### config.mk
export PLATFORM = sky130hd
export DESIGN_NAME = savitzky_golay_fir
export DESIGN_NICKNAME = d
export VERILOG_FILES = /design/src/sv/savgol_pkg.sv /design/src/sv/savitzky_golay_fir.sv
export SDC_FILE = /design/constraint.sdc
export NUM_CORES = 2
export LEC_CHECK = 0
export BUFFER_PORTS_ARGS = -buffer_cell sky130_fd_sc_hd__buf_4
export CAP_MARGIN = 5
export CORE_ASPECT_RATIO = 1.75
export CORE_UTILIZATION = 45
export CTS_BUF_LIST = sky130_fd_sc_hd__clkbuf_16
export DETAILED_ROUTE_END_ITERATION = 10
export SYNTH_ARGS = -nofsm -noshare
export SYNTH_HDL_FRONTEND = slang
export SYNTH_SLANG_ARGS = --single-unit
### constraint.sdc
create_clock -name clk -period 17.6 [get_ports clk]
set_input_delay 4.4 -clock clk [delete_from_list [all_inputs] [get_ports clk]]
set_output_delay 4.4 -clock clk [all_outputs]
set_load 0.05 [all_outputs]
### src/sv/savgol_pkg.sv
// ----------------------------------------------------------------------------
// savgol_pkg
// shared widths, field offsets, saturation limits, operation codes and fsm type
// ----------------------------------------------------------------------------
package savgol_pkg;

	// field widths
	localparam int SAMPLE_W = 24;
	localparam int WEIGHT_W = 18;
	localparam int DERIV_W  = 2;
	localparam int TAP_IN_W = 4;
	localparam int FRAC_W   = 15;
	localparam int OUT_W    = 32;
	localparam int PROD_W   = SAMPLE_W + WEIGHT_W;

	// input tdata layout, lowest bit first
	localparam int S_TDATA_W  = 48;
	localparam int SAMPLE_LSB = 0;
	localparam int DERIV_LSB  = SAMPLE_LSB + SAMPLE_W;
	localparam int TAP_LSB    = DERIV_LSB + DERIV_W;
	localparam int WEIGHT_LSB = TAP_LSB + TAP_IN_W;

	// output tdata width
	localparam int M_TDATA_W = 32;

	// saturation limits
	localparam logic [OUT_W-1:0] SAT_MAX = 32'h7fff_ffff;
	localparam logic [OUT_W-1:0] SAT_MIN = 32'h8000_0000;

	// operation codes carried in s_tuser
	typedef enum logic {
		OP_PUSH = 1'b0,
		OP_LOAD = 1'b1
	} op_t;

	// sequencer states
	typedef enum logic [3:0] {
		ST_IDLE  = 4'b0001,
		ST_RUN   = 4'b0010,
		ST_DRAIN = 4'b0100,
		ST_DONE  = 4'b1000
	} state_t;

endpackage

### src/sv/savitzky_golay_fir.sv
// ----------------------------------------------------------------------------
// savitzky_golay_fir
// sliding-window polynomial smoother / differentiator with one shared mac
// ----------------------------------------------------------------------------
// Input stream (s_*): s_tuser selects the transaction kind. A load transaction
// writes one Q2.15 weight into the bank given by deriv_order at weight_tap and
// gives no result and the block stays ready. A push shifts a sample into
// the window (the first push after reset fills the whole window) and returns
// one result on the output stream (m_*): the window dot product with the
// chosen bank, shifted right by 15 with floor rounding and saturated to 32
// bits, with m_tuser high while fewer than WINDOW samples have been pushed.
// A push steps through all WINDOW taps one per cycle, through the single 18x24
// multiplier and the weight memory read port; the pipeline then drains, the
// sequencer sees it empty and the output register is loaded. Only then is the
// next transaction taken. A push with a bank above MAX_DERIV skips the taps
// and loads its zero result into the output register from the final state.
// s_tready is high only while the sequencer is idle. The result sits in an
// output register, so a new transaction is taken while it waits; a stalled
// receiver holds the next result back in the final state.
// Reset clears the window, the sample count and the handshake state. Weights
// are not cleared and must be loaded before they are used.
// ----------------------------------------------------------------------------
module savitzky_golay_fir #(
	parameter int WINDOW    = 15,
	parameter int MAX_DERIV = 2
) (
	input  logic                                clk,
	input  logic                                arst_n,
	// input stream
	input  logic                                s_tvalid,
	output logic                                s_tready,
	// s_tdata: sample[23:0], deriv_order[25:24], weight_tap[29:26],
	//          weight_value[47:30]
	input  logic [savgol_pkg::S_TDATA_W-1:0]    s_tdata,
	// s_tuser: operation[0]
	input  logic                                s_tuser,
	// output stream
	output logic                                m_tvalid,
	input  logic                                m_tready,
	// m_tdata: filtered_value[31:0]
	output logic [savgol_pkg::M_TDATA_W-1:0]    m_tdata,
	// m_tuser: status[0]
	output logic                                m_tuser
);

	localparam int BANKS  = MAX_DERIV + 1;
	localparam int DEPTH  = BANKS * WINDOW;
	localparam int ADDR_W = $clog2(DEPTH);
	localparam int TAP_W  = $clog2(WINDOW);
	localparam int CNT_W  = $clog2(WINDOW + 1);
	localparam int ACC_W  = savgol_pkg::PROD_W + $clog2(WINDOW);
	localparam int SW     = savgol_pkg::SAMPLE_W;
	localparam int WW     = savgol_pkg::WEIGHT_W;

	// field unpacking
	logic signed [SW-1:0]                   in_sample;
	logic [savgol_pkg::DERIV_W-1:0]         in_deriv;
	logic [savgol_pkg::TAP_IN_W-1:0]        in_tap;
	logic signed [WW-1:0]                   in_weight;
	logic                                   in_acc;
	logic                                   bank_ok;
	logic                                   tap_ok;
	logic [ADDR_W-1:0]                      bank_base;

	// state
	savgol_pkg::state_t                     state_q;
	logic signed [SW-1:0]                   win_q [WINDOW];
	logic [CNT_W-1:0]                       cnt_q;
	logic [TAP_W-1:0]                       tap_q;
	logic [ADDR_W-1:0]                      rd_addr_q;
	logic                                   bad_q;
	logic signed [WW-1:0]                   wmem [DEPTH];

	// mac pipeline
	logic signed [WW-1:0]                   wt_s1;
	logic signed [SW-1:0]                   smp_s1;
	logic                                   vld_s1;
	logic signed [savgol_pkg::PROD_W-1:0]   prod_s2;
	logic                                   vld_s2;
	logic signed [ACC_W-1:0]                acc_q;

	// result
	logic signed [ACC_W-1:0]                acc_sh;
	logic [ACC_W-savgol_pkg::OUT_W:0]       acc_hi;
	logic [savgol_pkg::OUT_W-1:0]           sat_val;
	logic                                   out_load;
	logic                                   m_tvalid_q;
	logic [savgol_pkg::OUT_W-1:0]           m_tdata_q;
	logic                                   m_tuser_q;

	// input field decode
	assign in_sample = s_tdata[savgol_pkg::SAMPLE_LSB +: SW];
	assign in_deriv  = s_tdata[savgol_pkg::DERIV_LSB +: savgol_pkg::DERIV_W];
	assign in_tap    = s_tdata[savgol_pkg::TAP_LSB +: savgol_pkg::TAP_IN_W];
	assign in_weight = s_tdata[savgol_pkg::WEIGHT_LSB +: WW];
	assign s_tready  = (state_q == savgol_pkg::ST_IDLE);
	assign in_acc    = s_tvalid && s_tready;
	assign bank_ok   = (int'(in_deriv) <= MAX_DERIV);
	assign tap_ok    = (int'(in_tap) < WINDOW);
	assign bank_base = ADDR_W'(in_deriv) * ADDR_W'(WINDOW);

	// weight memory, one write and one registered read port
	always_ff @(posedge clk) begin
		if (in_acc && (s_tuser == savgol_pkg::OP_LOAD) && bank_ok && tap_ok) begin
			wmem[bank_base + ADDR_W'(in_tap)] <= in_weight;
		end
		wt_s1 <= wmem[rd_addr_q];
	end

	// sample window: shift in on push, rotate one tap per mac cycle
	always_ff @(posedge clk or negedge arst_n) begin
		if (!arst_n) begin
			for (int i = 0; i < WINDOW; i++) begin
				win_q[i] <= '0;
			end
		end else if (in_acc && (s_tuser == savgol_pkg::OP_PUSH)) begin
			if (cnt_q == '0) begin
				for (int i = 0; i < WINDOW; i++) begin
					win_q[i] <= in_sample;
				end
			end else begin
				for (int i = 0; i < WINDOW - 1; i++) begin
					win_q[i] <= win_q[i+1];
				end
				win_q[WINDOW-1] <= in_sample;
			end
		end else if (state_q == savgol_pkg::ST_RUN) begin
			for (int i = 0; i < WINDOW - 1; i++) begin
				win_q[i] <= win_q[i+1];
			end
			win_q[WINDOW-1] <= win_q[0];
		end
	end

	// mac datapath, the tap for the current mac cycle sits at window position zero
	always_ff @(posedge clk) begin
		smp_s1  <= win_q[0];
		prod_s2 <= wt_s1 * smp_s1;
		if (in_acc) begin
			acc_q <= '0;
		end else if (vld_s2) begin
			acc_q <= acc_q + ACC_W'(prod_s2);
		end
	end

	// sequencer
	always_ff @(posedge clk or negedge arst_n) begin
		if (!arst_n) begin
			state_q   <= savgol_pkg::ST_IDLE;
			cnt_q     <= '0;
			tap_q     <= '0;
			rd_addr_q <= '0;
			bad_q     <= 1'b0;
			vld_s1    <= 1'b0;
			vld_s2    <= 1'b0;
		end else begin
			vld_s1 <= (state_q == savgol_pkg::ST_RUN);
			vld_s2 <= vld_s1;
			case (state_q)
				savgol_pkg::ST_IDLE: begin
					if (in_acc && (s_tuser == savgol_pkg::OP_PUSH)) begin
						if (cnt_q != CNT_W'(WINDOW)) begin
							cnt_q <= cnt_q + CNT_W'(1);
						end
						tap_q     <= '0;
						rd_addr_q <= bank_base;
						bad_q     <= !bank_ok;
						state_q   <= bank_ok ? savgol_pkg::ST_RUN : savgol_pkg::ST_DONE;
					end
				end
				savgol_pkg::ST_RUN: begin
					rd_addr_q <= rd_addr_q + ADDR_W'(1);
					tap_q     <= tap_q + TAP_W'(1);
					if (tap_q == TAP_W'(WINDOW - 1)) begin
						state_q <= savgol_pkg::ST_DRAIN;
					end
				end
				savgol_pkg::ST_DRAIN: begin
					if (!vld_s1 && !vld_s2) begin
						state_q <= savgol_pkg::ST_DONE;
					end
				end
				savgol_pkg::ST_DONE: begin
					if (out_load) begin
						state_q <= savgol_pkg::ST_IDLE;
					end
				end
				default: begin
					state_q <= savgol_pkg::ST_IDLE;
				end
			endcase
		end
	end

	// floor shift and saturation
	always_comb begin
		acc_sh = acc_q >>> savgol_pkg::FRAC_W;
		acc_hi = acc_sh[ACC_W-1:savgol_pkg::OUT_W-1];
		if (bad_q) begin
			sat_val = '0;
		end else if ((acc_hi == '0) || (acc_hi == '1)) begin
			sat_val = acc_sh[savgol_pkg::OUT_W-1:0];
		end else if (acc_sh[ACC_W-1]) begin
			sat_val = savgol_pkg::SAT_MIN;
		end else begin
			sat_val = savgol_pkg::SAT_MAX;
		end
	end

	// output register, loaded when empty or being drained
	assign out_load = (state_q == savgol_pkg::ST_DONE) && (!m_tvalid_q || m_tready);

	always_ff @(posedge clk or negedge arst_n) begin
		if (!arst_n) begin
			m_tvalid_q <= 1'b0;
		end else if (out_load) begin
			m_tvalid_q <= 1'b1;
		end else if (m_tready) begin
			m_tvalid_q <= 1'b0;
		end
	end

	always_ff @(posedge clk) begin
		if (out_load) begin
			m_tdata_q <= sat_val;
			m_tuser_q <= (cnt_q < CNT_W'(WINDOW));
		end
	end

	assign m_tvalid = m_tvalid_q;
	assign m_tdata  = m_tdata_q;
	assign m_tuser  = m_tuser_q;

endmodule

* Word level (Yosys, flattened, before mapping) *
Memories as Yosys holds them, arrays and structs flattened. A register that Yosys moved wholly into a read port is not among the register bits.
Index checks and enable logic that the tools add are counted.

operators by class
  $add $sub $neg = 5
  bitwise logic cells = 1
  $mul = 2
  mux-type cells = 19
  shifts and indexed selects = 0
  reductions and logical operators = 22
  div/mod/pow operators = 0
  $lt $le $gt $ge = 3
  equality and inequality tests = 11

operator list
  kind                  number
  $mux 360              3
  $mux 32               2
  $add 46x42->46        1
  $mul 18x24->42        1
  $mux 4                6
  $pmux 4 s4            1
  $eq 15x15->1 const B  1
  $logic_not 15->1      1
  $pmux 6 s2            1
  $add 4x1->4 const B   2
  $eq 4x4->1 const B    2
  $lt 4x4->1 const B    2
  $pmux 4 s2            1
  $logic_and 1x1->1     7
  $add 6x1->6 const B   1
  $add 6x4->6           1
  $mul 2x4->6 const B   1
  $mux 6                1
  $reduce_bool 2->1     3
  $eq 4x1->1 const B    1
  $eq 4x2->1 const B    1
  $eq 4x3->1 const B    1
  $logic_not 1->1       4
  $logic_not 4->1       1
  other kinds (10)      17

word-level totals
  input port bits = 53
  logic and storage cells = 92
  output and inout port bits = 35
  memory bits (writable) = 810
  register bits after elaboration = 527
  ROM bits = 0
  memories = 1
  latch bits = 0

memories
  name  depth  width  read ports  clocked after Yosys merged registers in  wr ports  line                      text
  wmem  45     18     1           1                                        1         savitzky_golay_fir.sv:72  logic signed [WW-1:0] wmem [DEPTH];

* Depth between registers and ports, before layout *
  depth after elaboration = 7
  mapped depth = 26
  mapped depth without buffers = 24

* Worst setup path before layout *
OpenSTA, ideal clock, no wires.

  path kind = input -> register
  start point = input port s_tdata[24] in the netlist's numbering
  end point = memory wmem[24][0] in the netlist's numbering (enable)
  cell stages on the path = 10
  path slack = 10.210 ns
  library setup time = 0.393 ns
  required time = 17.207 ns
  buffers on the path = 0
  arrival = 6.998 ns
  path through = inv_1 > ha_1 > ha_1 > a21o_1 > a21oi_1 > nor2b_1 > o21ai_0 > xor2_1 > nand3_1 > nor2_1

between the ends
  longest elaborated chain between the ends = 5
  elaborated cells between the ends (all ways) = 7
  classes of those cells = add/sub (1); mul (1); order compare (1); mux (2); reduce/logical (2)

RTL lines
  what                                                 line                      text
  start, declared                                      savitzky_golay_fir.sv:34  input logic [savgol_pkg::S_TDATA_W-1:0] s_tdata,
  branches (longest 5 deep; another with $mul 2x4->6)  --
  end, declared                                        savitzky_golay_fir.sv:72

Parallel ways; which one is timed is not known.

* Worst setup path in the final report *
  start point = input port s_tvalid
  end point = register win_q[248] in the netlist's numbering

between the ends
  longest elaborated chain between the ends = 3
  elaborated cells between the ends (all ways) = 4
  classes of those cells = mux (1); reduce/logical (3)

RTL lines
  what                                                  line                       text
  start, declared                                       savitzky_golay_fir.sv:30   input logic s_tvalid,
  $logic_and 1x1->1 *                                   savitzky_golay_fir.sv:97   assign in_acc = s_tvalid && s_tready;
  $logic_and 1x1->1 *                                   savitzky_golay_fir.sv:116  end else if (in_acc && (s_tuser == savgol_pkg::OP_PUSH)) begin
  $mux 360 / $reduce_bool 2->1 (equally long branches)  --
  end signal, assigned by index                         savitzky_golay_fir.sv:119  win_q[i] <= in_sample;
  end signal, assigned by index                         savitzky_golay_fir.sv:123  win_q[i] <= win_q[i+1];
  end signal, assigned by index                         savitzky_golay_fir.sv:125  win_q[WINDOW-1] <= in_sample;
  end, declared                                         savitzky_golay_fir.sv:67   logic signed [SW-1:0] win_q [WINDOW];

Every way passes the cells marked *; elsewhere a longest branch is shown, timed or not.
A chain may end at the register's enable or synchronous reset.

==> impl_metrics.env <==
export IMPL_outcome="completed"
export IMPL_fp_dieH_um=520.5
export IMPL_slew_viol_final=0
export IMPL_clock_skew_ns=0.04960
export IMPL_clock_sinks=1354
export IMPL_crit_top_cell="buf_4"
export IMPL_synth_area_per_cell_um2=12.84
export IMPL_syn_inst=5384
export IMPL_multi_input_area_um2=28620
export IMPL_numCtsBuffers=120
export IMPL_drive_above_1_share=0.1206
export IMPL_cts_resized=0
export IMPL_highest_layer="met4"
export IMPL_yosys_warnings=0
export IMPL_netlist_area_um2=69130
export IMPL_initial_utilization=0.4546
export IMPL_core_area_um2=152100
export IMPL_syn_num_nets=6027
export IMPL_async_reset_ff_frac=0.2821
export IMPL_synth_ff_type="edfxtp_1"
export IMPL_num_io_pins=88
export IMPL_antenna_left=0
export IMPL_cts_htree_levels=3
export IMPL_wl_met2_um=91510
export IMPL_cp_end_kind="flop"
export IMPL_max_freq_mhz=131.6
export IMPL_fill_cells=13180
export IMPL_antenna_found_initial=5
export IMPL_grt_remaining_overflow=0
export IMPL_r2r_setup_slack_ns=10.08
export IMPL_area_delta_synth_final_pct=9.529
export IMPL_setup_tns_ns=0
export IMPL_slew_headroom=0.1832
export IMPL_clkLatencyLatePin_ns=0.78
export IMPL_cts_setup_buffers=0
export IMPL_vias=40650
export IMPL_rsz0062_at_grt="no"
export IMPL_hold_viol=0
export IMPL_period_needed_ns=7.598
export IMPL_crit_path_cell_trace="buf_4, nand2_1, nor2_1, buf_4, nor2_4, buf_4, buf_12, buf_4, o21ai_0"
export IMPL_yosysTopAreaCellShare=0.3657
export IMPL_dr_pass1_iters=5
export IMPL_seq_area_um2=37460
export IMPL_grt_pass1_wl_um=251700
export IMPL_final_nets=5996
export IMPL_wl_per_cell_um=21.84
export IMPL_clk_pin_slew_worst_paths_ns=0.07
export IMPL_fin_crit_sh=0.4317
export IMPL_crit_required_ns=18.20
export IMPL_route_detailed_drc=0
export IMPL_final_setup_viol_count=0
export IMPL_hp_class="reg2reg"
export IMPL_cpPeakStageDelay_ns=1.02
export IMPL_ys_ff_latch=1354
export IMPL_portBuffers=87
export IMPL_wirelength_um=163000
export IMPL_die_w_um=298.3
export IMPL_dieArea_um2=155300
export IMPL_first_global_vias=43130
export IMPL_tightest_slew_ns=1.224
export IMPL_path_class="in2reg"
export IMPL_cts_tree="built"
export IMPL_yosysTopAreaCell="edfxtp_1"
export IMPL_num_rows=189
export IMPL_root_buffer="clkbuf_16"
export IMPL_yosys_cell_types_count=72
export IMPL_clockBufferDepth=3
export IMPL_yosysMostFrequentCell="edfxtp_1"
export IMPL_vias_per_cell=5.446
export IMPL_met3WireLength_um=5527
export IMPL_critical_path_arrival_ns=8.19
export IMPL_cp_start_kind="input pin"
export IMPL_track_usage=0.2129
export IMPL_synth_edff_count=842
export IMPL_synth_common_cells="842 x edfxtp_1, 728 x nand2_1, 506 x inv_1"
export IMPL_ys_seq_area_frac=0.5417
export IMPL_grt_max_degree=318
export IMPL_holdBufCountCts=0
export IMPL_drt_initial_drc_count=2365
export IMPL_slowest_stage="buf_4"
export IMPL_place_hpwl_um=112200
export IMPL_maxCapViolations=0
export IMPL_globalplace_congestion=0.8640
export IMPL_crit_fanout=317
export IMPL_yosys_top_cells_area="edfxtp_1 37%, dfrtp_1 14%, fa_1 12%"
export IMPL_drt_met1_wl_um=59820
==> state kept, by name, summed over array words and instances (netlist names), 6 cells and up <==
| name | count |
|---|---|
| m_tdata | 31 |
| acc_q | 46 |
| rd_addr_q | 6 |
| smp_s1 | 24 |
| prod_s2 | 42 |
| wt_s1 | 18 |
| win_q | 360 |
| wmem | 810 |
==> critical path: cells and delay by family <==
kind,cells,cell delay [ns]
compound gates,1,0.25
simple gates,3,0.62
buf+inv,5,2.69
==> metrics by stage <==
step	hold slack (ns)	utilization	cells	instance area, µm²	worst slack (ns)
3_5_place_dp	0.3813	0.4719	7236	71760	9.258
4_1_cts	0.3793	0.4979	7462	75710	10.02
3_3_place_gp	0.3829	0.4719	7236	71760	9.348
5_1_grt	0.3857	0.4980	7464	75720	9.626
6_report	0.3693	0.4980	7464	75720	10.00
2_1_floorplan	0.3488	-	5384	69130	10.21
==> logic make-up (layout without fill, tap and decap cells) <==
group / count (synthesis) / count (layout) / synth area share
AOI/OAI and AO/OA: 981 / 981 / 0.07786
adders and majority gates: 590 / 590 / 0.1532
buffers and inverters: 824 / 897 / 0.04566
and+or+nand+nor: 1232 / 1232 / 0.07929
muxes: 310 / 310 / 0.09055
other: 0 / 2 / 0
DFF: 1354 / 1354 / 0.5417
xor gates and xnor gates: 93 / 93 / 0.01178
==> final timing paths <==
path | cells after the start | from | to
max | 9 | s_tvalid | win_q[248]
min | 0 | vld_s1 | vld_s2
max reg2reg | 21 | wt_s1[7] | prod_s2[40]
min reg2reg | 0 | vld_s1 | vld_s2
max in group asynchronous | 3 | arst_n | rd_addr_q[1]
min in group asynchronous | 1 | arst_n | win_q[250]
==> final cells by class <==
cell class / instances / area share
inverters: 507 / 0.02513
diodes: 2 / 0.00006610
well taps: 2005 / 0.03313
repair buffers: 164 / 0.01669
clock buffers: 124 / 0.04098
multi-input cells: 3206 / 0.3780
flip-flops and latches: 1354 / 0.4947
clock inverters: 102 / 0.01127
==> layout by cell type, fill, tap and decap left out, drive strengths merged, types with 124 or more instances in the layout <==
cell    count
dfxtp     130
ha        163
inv       533
fa        427
mux4      252
edfxtp    842
buf       164
nor2      163
o21ai     404
and2      177
nand2     728
clkbuf    124
dfrtp     381
a21oi     422
==> per-layer routing <==
metal,global-route usage,up-vias
met1,0.2374,20960
met5,0,-
li1,-,18510
met2,0.4103,868
met4,0.08462,0
met3,0.02093,310
Power is left out: the tool's default activity adds up to more than one toggle a clock period on the data nets, which glitch-free logic cannot reach.
